===== config.mk =====
export PLATFORM = sky130hd
export DESIGN_NAME = oagi_cell
export DESIGN_NICKNAME = d
export VERILOG_FILES = /design/src/rtl/oagi_pkg.sv /design/src/rtl/oagi_cell.sv
export SDC_FILE = /design/constraint.sdc
export NUM_CORES = 1
export LEC_CHECK = 0
export BUFFER_PORTS_ARGS = -buffer_cell sky130_fd_sc_hd__buf_4
export CORE_ASPECT_RATIO = 1.75
export CORE_MARGIN = 2
export CORE_UTILIZATION = 49
export DETAILED_ROUTE_END_ITERATION = 7
export GPL_TIMING_DRIVEN = 0
export PLACE_DENSITY_LB_ADDON = 0.15
export SLEW_MARGIN = 15
export SYNTH_ARGS = -nofsm -noshare
export SYNTH_HDL_FRONTEND = slang
export SYNTH_SLANG_ARGS = --single-unit

===== constraint.sdc =====
create_clock -name clk -period 2.71 [get_ports clk]
set_clock_uncertainty 0.2 [all_clocks]
set_input_delay 0 -clock clk [delete_from_list [all_inputs] [get_ports clk]]
set_output_delay 0 -clock clk [all_outputs]
set_load 0.01 [all_outputs]

===== src/rtl/oagi_pkg.sv =====
// Shared types, constants and arithmetic helpers for the online AR gap imputer.
// No dependencies; imported by every module of the block.
`default_nettype none
package oagi_pkg;

    localparam int ORDER_DEF = 8;
    localparam int SAMPLE_W = 32;
    localparam int NORM_W = 62;
    localparam int DIV_NUM_W = 64;
    localparam int DIV_CNT_W = 7;
    localparam logic [30:0] MAG_LIM = 31'h7FFF_FFFF;
    localparam logic [31:0] INV_SQRT2_Q30 = 32'd759250125;

    typedef struct packed {
        logic clear;
        logic push;
        logic rot;
    } oagi_cell_ctl_t;

    // round half away from zero, drop 30 fraction bits
    function automatic logic signed [63:0] rnd30(input logic signed [63:0] v);
        logic [63:0] m;
        logic [63:0] q;
        m = v[63] ? (~v + 64'd1) : v;
        q = (m + 64'd536870912) >> 30;
        rnd30 = v[63] ? $signed(~q + 64'd1) : $signed(q);
    endfunction

    // clamp bound for lag k+1, Q1.30
    function automatic logic [31:0] bound_q30(input logic [4:0] k);
        logic [4:0] sh;
        logic [5:0] k1;
        if (k[0]) begin
            k1 = {1'b0, k} + 6'd1;
            sh = k1[5:1];
            bound_q30 = 32'd1 << (5'd30 - sh);
        end else begin
            sh = k >> 1;
            bound_q30 = INV_SQRT2_Q30 >> sh;
        end
    endfunction

endpackage
`default_nettype wire


===== src/rtl/oagi_cell.sv =====
// One tap of the history/weight ring: holds one history sample and its weight.
// Depends on oagi_pkg for the control struct.
`default_nettype none
module oagi_cell (
    input  wire                          clk,
    input  wire                          rst_n,
    input  wire oagi_pkg::oagi_cell_ctl_t ctl,
    input  wire logic signed [31:0]      up_h,
    input  wire logic signed [31:0]      up_w,
    input  wire logic signed [31:0]      dn_h,
    output logic signed [31:0]           h,
    output logic signed [31:0]           w
);
    import oagi_pkg::*;

    logic signed [31:0] h_reg;
    logic signed [31:0] w_reg;

    always_ff @(posedge clk or negedge rst_n)
    begin
        if (!rst_n)
        begin
            h_reg <= '0;
            w_reg <= '0;
        end
        else if (ctl.clear)
        begin
            h_reg <= '0;
            w_reg <= '0;
        end
        else if (ctl.push)
        begin
            h_reg <= dn_h;
        end
        else if (ctl.rot)
        begin
            h_reg <= up_h;
            w_reg <= up_w;
        end
    end

    assign h = h_reg;
    assign w = w_reg;

endmodule
`default_nettype wire


==> impl.org <==
** Run status
- Result of the run :: finished, final reports clean

** Setup path
- Data arrival time of the critical path :: 1.93 ns
- STA classifies the critical path startpoint as a primary input.
- Data required time of the critical path :: 2.75 ns
- For this run, the slowest stage of the critical path takes 0.58 ns.
- The worst setup path is of the primary input to flip-flop kind.
- Most Frequent Cell on Critical Path :: sky130_fd_sc_hd__dlygate4sd3_1
- STA classifies the critical path endpoint as a flip-flop.
- For the worst flop-to-flop path, the logic depth is 4.
- Ordered list of cells on the worst path :: dlygate4sd3_1 > buf_4 > nand2_1 > dlygate4sd3_1 > a21oi_1 > dlygate4sd3_1
- Critical path peak fanout :: 1
- For this design, the slowest cell found on the critical path is sky130_fd_sc_hd__dlygate4sd3_1.

** CTS
- CTS placed an instance of sky130_fd_sc_hd__clkbuf_8 at the clock tree root.
- CTS sink cnt :: 64
- In this run, post-CTS hold repair placed 103 buffers.
- CTS tree :: built
- Later-pin clock latency in the skew report :: 0.35 ns
- Setup bufs post-CTS :: 0
- Number of buffers created by CTS :: 9
- The H-tree was split into 3 levels.
- CTS-repair resized insts :: 0
- Clock-pin slew was measured on the worst setup and hold paths at 0.07 ns.
- Number of buffers on the longest clock path :: 2

** Placed design
- Placed Instances :: 521
- Post-DP HPWL :: 5.978 mm
- Final weighted congestion of routability-driven global placement :: 0.7656
- Input and output buffers added on the ports amount to 161.
- Setup Slack @ Placement :: 1.448 ns

** Die
- After floorplanning, the core was sized to cover 0.006228 sq mm.
- Number of core rows :: 38
- The floorplan step set the die width to 64.58 um.
- The floorplan step set the die height to 110.0 um.
- The initial utilization of the core area, before any placement, comes to 0.5052.
- The die covers 0.007104 sq mm.
- Number of placed I/O pins :: 165

** Timing
- Setup violations remaining at the end of the flow were counted as 0.
- Setup Total Neg Slack :: 0 ns
- Worst-margin pin slew :: 0.8009 ns
- RSZ-0062 raised after global routing :: false
- The number of max-slew violations in the final report is 0.
- Final critical delay including setup and external delays :: 1.883 ns
- Final-report hold violation count :: 0
- Static timing analysis puts the maximum clock frequency at 0.5309 GHz.
- Headroom to the max-slew limit :: 0.4661
- Fraction of the cycle the final worst path needs :: 0.6950
- Setup slack after layout :: 0.8265 ns

** Logic synthesis
- Cell count after synthesis :: 280
- Synth cell count leaders :: sky130_fd_sc_hd__dfrtp_1, sky130_fd_sc_hd__nand2_1, sky130_fd_sc_hd__a21oi_1, sky130_fd_sc_hd__mux2i_1, sky130_fd_sc_hd__nor2_1
- Syn Nets :: 381
- FF+latch count, synth :: 64
- Post-synth EDFFs :: 0
- Number of different library cells in the post-synthesis netlist :: 15
- The share of synthesized area in the top cell type comes to 0.5089.
- Synthesized area :: 0.003147 sq mm
- By area the synthesized netlist is led by sky130_fd_sc_hd__dfrtp_1, sky130_fd_sc_hd__mux2_4, sky130_fd_sc_hd__mux2i_1, sky130_fd_sc_hd__nand2_1, sky130_fd_sc_hd__a21oi_1.
- sky130_fd_sc_hd__dfrtp_1 takes more of the synthesized area than any other cell.
- Share of synthesized area occupied by flip-flops and latches :: 0.5089
- Number of warnings printed during yosys synthesis :: 0
- For this run, the leading register cell type out of synthesis is sky130_fd_sc_hd__dfrtp_1.
- Post-synth ARST share :: 1.000
- A synthesized cell averages 11.24 sq um.

** Drt
- Final wirelength :: 11.56 mm
- Number of remaining DRC errors :: 0
- DR iter-0 viols :: 229
- DR vias/cell :: 5.138
- The first TritonRoute pass finished after 4 iterations.
- Summing over every cut layer, the via total after detailed routing is 3278.
- The count of nets left with antenna violations once routing finished came out at 0.
- Routed wire per std cell :: 18.12 um

** GRT
- Antenna violations before repair :: 0
- All-Layer GR Usage :: 0.3409
- Global-route wire length before repair :: 17.93 mm
- The number of global-route vias before repair is 3620.
- Entering global routing, the biggest net connects 65 pins.
- The total overflow left after global routing is 0.

** Power and ir drop
- In this run the power density over the cells is 426.1 mW/mm^2.
- Overall power consumption after layout is estimated at 2.403 mW.
- Leakage :: 2.886 nW
- VDD sags by at most 0.5473 mV.

** Finish
- Area growth from synthesis to final layout :: 79.24%
- Number of inserted diodes :: 0
- Register cell area after layout :: 0.001602 sq mm
- Total of fill cells in the finished design :: 254
- Multi-input gate area :: 0.001339 sq mm
- Leaving out filler cells and counting taps, the final layout contains 638.
- Ratio of cells with drive above 1 in the final layout :: 0.3961
- Number of nets at the end of the flow :: 656

** Hold path
- The path class of the tightest hold or removal check is primary input to async pin.

** Flow run
- Max Cap Violations :: 0
## through the flow
stage,utilization,hold slack [ns],area [sq um]
5_1_grt,0.9056,0.1385,5640
3_3_place_gp,0.7153,-0.05977,4456
4_1_cts,0.9056,0.09171,5640
2_1_floorplan,-,-0.4956,3147
6_report,0.9056,0.07316,5640
3_5_place_dp,0.7153,-0.06325,4456
## worst max-delay path: cells and delay by family
family	cells	cell delay, ns
buffers and inverters	4	1.81
AND/OR/NAND/NOR	1	0.06
AO/OA/AOI/OAI	1	0.06
## worst paths after layout
check | startpoint | endpoint | slack (ns)
worst max-delay path | up_w[0] | w[0] | 0.83
worst min-delay path | rst_n | h[20] | 0.07
worst max register to register | h[14] | h[14] | 0.88
worst min register to register | w[20] | w[20] | 0.32
max in group asynchronous | rst_n | h[15] | 1.70
min in group clk | ctl[0] | w[10] | 0.11
## cell type report
| cell class | instances | area share |
|---|---|---|
| flip-flops and latches | 64 | 0.2839 |
| multi-input cells | 194 | 0.2374 |
| plain buffers | 22 | 0.03660 |
| repair buffers | 264 | 0.3971 |
| clock buffers | 13 | 0.02640 |
| well taps | 80 | 0.01775 |
| clock inverters | 1 | 0.0008873 |
## metal layers
metal	routed length, um	GRT usage	vias to the layer above
li1	-	-	1474
met1	4085	0.3617	1615
met2	6335	0.6190	152
met3	677	0.07513	37
met4	465	0.1900	0
met5	0	0	-
## kinds of logic (layout without fill, tap and decap cells)
kind of cell	count (synthesis)	in the layout	synth area share
simple gates	98	98	0.1225
buf+inv	22	300	0.06561
mux	64	64	0.2521
flops	64	64	0.5089
compound gates	32	32	0.05089
## report_power, final
part / internal (mW) / leakage (nW) / total, mW / switching [mW]
registers: 1.01 / 0.853 / 1.04 / 0.0352
clock network: 0.346 / 0.0794 / 0.706 / 0.359
logic: 0.404 / 1.95 / 0.653 / 0.249
total: 1.76 / 2.89 / 2.40 / 0.644
## cells in the final DEF (no fill, tap or decap), drive strengths merged
master and n:
a21oi 32, clkinv 1, nor2b 1, mux2i 32, nor2 32, nand2 64
or2b 1, dfrtp 64, mux2 32, dlygate4sd3 103, buf 175, clkbuf 21
Note: power is estimated with default switching activity, not from simulation.
