### src/rtl/oagi_pkg.sv
// Shared types, constants and arithmetic helpers for the online AR gap imputer.
// No dependencies; imported by every module of the block.
`default_nettype none
package oagi_pkg;

    localparam int ORDER_DEF = 8;
    localparam int SAMPLE_W = 32;
    localparam int NORM_W = 62;
    localparam int DIV_NUM_W = 64;
    localparam int DIV_CNT_W = 7;
    localparam logic [30:0] MAG_LIM = 31'h7FFF_FFFF;
    localparam logic [31:0] INV_SQRT2_Q30 = 32'd759250125;

    typedef struct packed {
        logic clear;
        logic push;
        logic rot;
    } oagi_cell_ctl_t;

    // round half away from zero, drop 30 fraction bits
    function automatic logic signed [63:0] rnd30(input logic signed [63:0] v);
        logic [63:0] m;
        logic [63:0] q;
        m = v[63] ? (~v + 64'd1) : v;
        q = (m + 64'd536870912) >> 30;
        rnd30 = v[63] ? $signed(~q + 64'd1) : $signed(q);
    endfunction

    // clamp bound for lag k+1, Q1.30
    function automatic logic [31:0] bound_q30(input logic [4:0] k);
        logic [4:0] sh;
        logic [5:0] k1;
        if (k[0]) begin
            k1 = {1'b0, k} + 6'd1;
            sh = k1[5:1];
            bound_q30 = 32'd1 << (5'd30 - sh);
        end else begin
            sh = k >> 1;
            bound_q30 = INV_SQRT2_Q30 >> sh;
        end
    endfunction

endpackage
`default_nettype wire

### src/rtl/oagi_div.sv
// Restoring divider, one quotient bit per cycle, with a preloaded partial remainder.
// Depends on oagi_pkg for widths.
`default_nettype none
module oagi_div (
    input  wire                                   clk,
    input  wire                                   rst_n,
    input  wire                                   start,
    input  wire [oagi_pkg::NORM_W-1:0]            rem_init,
    input  wire [oagi_pkg::DIV_NUM_W-1:0]         num_low,
    input  wire [oagi_pkg::DIV_CNT_W-1:0]         nbits,
    input  wire [oagi_pkg::NORM_W-1:0]            divisor,
    output logic                                  done,
    output logic [oagi_pkg::DIV_NUM_W-1:0]        quot
);
    import oagi_pkg::*;

    logic [NORM_W-1:0]    rem_reg;
    logic [DIV_NUM_W-1:0] num_reg;
    logic [DIV_NUM_W-1:0] quot_reg;
    logic [DIV_CNT_W-1:0] cnt_reg;
    logic                 busy_reg;
    logic                 done_reg;
    logic [NORM_W:0]      trial;
    logic [NORM_W:0]      diff;
    logic                 ge;

    assign trial = {rem_reg, num_reg[DIV_NUM_W-1]};
    assign ge = trial >= {1'b0, divisor};
    assign diff = trial - {1'b0, divisor};

    always_ff @(posedge clk or negedge rst_n)
    begin
        if (!rst_n)
        begin
            busy_reg <= 1'b0;
            done_reg <= 1'b0;
            cnt_reg <= '0;
        end
        else
        begin
            done_reg <= !start && busy_reg && (cnt_reg == DIV_CNT_W'(1));
            if (start)
            begin
                busy_reg <= 1'b1;
                cnt_reg <= nbits;
            end
            else if (busy_reg)
            begin
                cnt_reg <= cnt_reg - 1'b1;
                if (cnt_reg == DIV_CNT_W'(1))
                    busy_reg <= 1'b0;
            end
        end
    end

    always_ff @(posedge clk)
    begin
        if (start)
        begin
            rem_reg <= rem_init;
            num_reg <= num_low;
            quot_reg <= '0;
        end
        else if (busy_reg)
        begin
            rem_reg <= ge ? diff[NORM_W-1:0] : trial[NORM_W-1:0];
            num_reg <= {num_reg[DIV_NUM_W-2:0], 1'b0};
            quot_reg <= {quot_reg[DIV_NUM_W-2:0], ge};
        end
    end

    assign done = done_reg;
    assign quot = quot_reg;

endmodule
`default_nettype wire

### config.mk
export PLATFORM = sky130hd
export DESIGN_NAME = oagi_div
export DESIGN_NICKNAME = d
export VERILOG_FILES = /design/src/rtl/oagi_pkg.sv /design/src/rtl/oagi_div.sv
export SDC_FILE = /design/constraint.sdc
export NUM_CORES = 1
export LEC_CHECK = 0
export BUFFER_PORTS_ARGS = -buffer_cell sky130_fd_sc_hd__buf_2
export CAP_MARGIN = 20
export CORE_MARGIN = 5
export CORE_UTILIZATION = 52
export CTS_BUF_LIST = sky130_fd_sc_hd__clkbuf_8
export DETAILED_ROUTE_END_ITERATION = 10
export PLACE_DENSITY_LB_ADDON = 0.1
export SETUP_SLACK_MARGIN = 0.4
export SYNTH_ARGS = -nofsm -noshare
export SYNTH_HDL_FRONTEND = slang
export SYNTH_SLANG_ARGS = --single-unit
export TNS_END_PERCENT = 1
### constraint.sdc
create_clock -name clk -period 3.2 [get_ports clk]
set_input_delay 0.32 -clock clk [delete_from_list [all_inputs] [get_ports clk]]
set_output_delay 0.32 -clock clk [all_outputs]
set_load 0.03 [all_outputs]
==> flow_metrics.py <==
metrics = {
    "yosys": {
        "synth_top_area_cell": "edfxtp_1",
        "synth_flop_cell": "edfxtp_1",
        "ys_warn_count": 0,
        "syn_area_mm2": 0.01240,
        "synthTopCellsByCount": "nor2_1 (127), edfxtp_1 (126), a21oi_1 (113)",
        "synth_area_per_cell_um2": 9.579,
        "synth_fp_nets": 1558,
        "yosysTopAreaCellShare_pct": 30.50,
        "synth_area_leaders": "edfxtp_1 (31%), dfxtp_1 (10%), mux2_2 (7.2%)",
        "synth_enable_flop_cells": 126,
        "synth-seq-cells": 199,
        "ys_seq_area_share_pct": 42.65,
        "synth_cell_type_count": 68,
        "ys_async_sr_fraction_pct": 4.523,
        "synth.most_common_cell": "nor2_1",
        "synthCells": 1295,
    },
    "global_routing": {
        "antenna_found_initial": 9,
        "grt_pass1_wl_mm": 54.34,
        "grt_max_degree": 106,
        "grt_overflow_total": 0,
        "track_usage_pct": 24.96,
        "grt_pass1_vias": 10980,
    },
    "final_layout": {
        "fillers": 1897,
        "fin_nets": 1975,
        "drive_above_1_share_pct": 39.36,
        "syn2layout_area_growth_pct": 33.49,
        "fin_cells": 2048,
        "final_area_mm2": 0.01656,
        "fin_util_pct": 70.54,
    },
    "timing": {
        "slew_viol_final": 0,
        "finalCritPeriodShare_pct": 108.1,
        "clock_skew_ps": 18.12,
        "fmax_mhz": 289.2,
        "min_period_ps": 3458,
        "rsz0062_at_grt": "yes",
        "hold_violations": 0,
        "tightest_slew_ps": 714.8,
        "final-setup-viol-count": 62,
        "maxSlewHeadroom_pct": 52.35,
        "layout_setup_ws_ps": -258.2,
        "finalSetupTns_ps": -8930,
    },
    "power": {
        "p_leak_nw": 7.813,
        "powerDensity_mw_per_mm2": 860.7,
        "pwr-share-comb_pct": 61.0,
        "p_sw_share_pct": 40.69,
        "p_sw_mw": 5.799,
        "intPower_mw": 8.452,
        "power_frac_seq_pct": 26.7,
        "irDropWorstVdd_mv": 0.4552,
        "clkPwrFrac_pct": 12.4,
    },
    "placed_design": {
        "gp_congestion": 0.9401,
        "dp_hpwl_mm": 25.80,
        "dpl.cell_count": 1993,
        "place_area_mm2": 0.01532,
        "port_buffers": 262,
    },
    "setup_path": {
        "r2r_start": "rem_reg[2]",
        "reg2reg_depth": 17,
        "reg2reg_to": "rem_reg[55]",
        "critPathLaunchType": "flop",
        "reg2reg_slack_ps": -260,
        "crit_required_ps": 3430,
        "end_kind": "flop",
        "slowest_delay_ps": 470,
        "path_cells": "ha_4 -> nand2_2 -> o21bai_4 -> buf_4 -> a211o_1 -> a21oi_2 -> o211ai_1 -> buf_4 -> a211oi_2 -> nand2b_4 -> a211oi_4 -> buf_6 -> buf_12 -> buf_8 -> a21oi_2 -> o21ai_2 -> o21a_1",
        "slowest_stage": "edfxtp_1",
        "crit_type": "flop to flop",
        "critPathMaxFanout": 7,
        "cp.arrival_ps": 3690,
    },
    "die": {
        "die_area_mm2": 0.02704,
        "die_width_um": 164.5,
        "io_pins": 263,
        "start_util_pct": 52.85,
        "die_h_um": 164.5,
        "core_area_mm2": 0.02347,
        "rows": 56,
    },
    "job": {
        "maxCapViolCount": 0,
    },
    "min_path": {
        "hold_path_end": "cnt_reg[2]",
        "min_path_type": "input port to flop",
        "whs_path_depth": 3,
        "worstHoldStart": "nbits[2]",
    },
    "detailed_routing": {
        "drc": 0,
        "drt_iter0_markers": 568,
        "antenna_left": 0,
        "drt-total-wl_mm": 34.44,
        "drt_first_pass_iters": 5,
        "dr_total_vias": 10960,
        "wl_per_cell_um": 16.81,
        "via_per_inst": 5.352,
    },
    "clock_tree": {
        "numCtsBuffers": 17,
        "cts.sinks": 199,
        "clockBufferDepth": 2,
        "clk_latency_ps": 480,
        "h-tree-depth": 4,
        "cts_tree": "built",
        "clk_pin_slew_ps": 120,
        "root_buffer": "clkbuf_8",
    },
    "run_status": {
        "violations": "setup timing",
        "status": "complete, but fails checks",
    },
}
-- placed cells by master (no fill, tap or decap), types with 5 or more instances in the layout --
cell type and n:
a211oi_1 16, a211oi_2 8, a21o_1 27, a21oi_1 92
a21oi_2 23, and3_1 8, buf_12 6, buf_2 261
buf_4 195, buf_6 8, clkbuf_8 17, dfrtp_1 8
dfxtp_1 64, edfxtp_1 126, ha_1 44, ha_2 5
ha_4 15, inv_1 89, mux2_2 78, mux2i_1 66
nand2_1 86, nand2_2 6, nand2b_1 10, nand3_1 9
nand4_1 28, nor2_1 126, nor2b_1 7, nor3_1 13
nor4_1 5, o211ai_1 9, o21a_1 21, o21ai_0 44
o21ai_1 38, o21ai_2 6, o21bai_1 6, xnor2_1 29
xor2_1 30
-- routing by layer --
metal | up-vias | track usage, % | wire length (µm)
li1 | 5489 | - | -
met1 | 5158 | 31.71 | 14650
met2 | 259 | 42.85 | 16910
met3 | 45 | 6.464 | 2253
met4 | 10 | 5.936 | 569
met5 | - | 0 | 56
-- cell families after synthesis --
kind of cell / Yosys count / synth area share, %
AOI/OAI and AO/OA: 328 / 16.37
and+or+nand+nor: 330 / 12.23
DFF: 199 / 42.65
buffers and inverters: 168 / 5.386
muxes: 146 / 12.59
adders and majority gates: 65 / 6.617
xor gates and xnor gates: 59 / 4.166
-- per-stage QoR --
step | total power [mW] | setup slack (ps) | hold WS (ps)
2_1_floorplan | 8.358 | -25.27 | 24.41
3_3_place_gp | 11.30 | -366.2 | 187.4
3_5_place_dp | 11.37 | -434.5 | 191.9
4_1_cts | 13.78 | -252.6 | 31.47
5_1_grt | 15.28 | -373.3 | 35.20
6_report | 14.25 | -258.2 | 54.21
-- final cells by class --
type	instances	area (µm²)	share of cell area [%]
Clock inverter	15	187.7	1.133
Multi-Input combinational cell	928	7017	42.38
Antenna cell	4	10.01	0.06045
Inverter	91	341.6	2.063
Timing Repair Buffer	475	3075	18.57
Clock buffer	17	234.0	1.413
Sequential cell	199	5294	31.97
Tap cell	319	399.1	2.410
-- worst max path at each step --
stage                start          end  cells after the start
2_1_floorplan  rem_reg[25]  rem_reg[61]                     13
3_3_place_gp   divisor[10]   rem_reg[6]                     15
3_5_place_dp   divisor[10]  rem_reg[32]                     15
4_1_cts         rem_reg[8]  rem_reg[55]                     16
5_1_grt        num_reg[63]  rem_reg[52]                     18
6_report        rem_reg[2]  rem_reg[55]                     17
-- worst max-delay path: cells and delay by family, from the launching register on --
| family | cells | cell delay (ps) |
|---|---|---|
| AO/OA/AOI/OAI | 9 | 1420 |
| adder cells (fa/ha/maj) | 1 | 330 |
| buffers and inverters | 5 | 750 |
| flip-flops | 1 | 470 |
| AND/OR/NAND/NOR | 2 | 250 |
-- power by group through the flow --
stage | clock network, mW | registers (mW) | logic, mW
after floorplan | 0 | 3.68 | 4.68
after global placement | 0 | 3.78 | 7.52
after detailed placement | 0 | 3.78 | 7.59
after CTS | 1.80 | 3.76 | 8.22
after global routing | 1.90 | 3.85 | 9.53
final | 1.76 | 3.80 | 8.69
-- what timing repair did --
| item | 4_1_cts | 5_1_grt |
|---|---|---|
| endpoints found under the setup margin | 63 | 63 |
| hold buffers | 1 | 0 |
| setup buffers | 9 | 7 |
| hold endpoints to repair | 9 | 0 |
| pin swaps | 26 | 20 |
| resized for setup | 67 | 56 |
| gates cloned | 2 | 0 |
No activity file was read; power rests on OpenSTA's default activity.
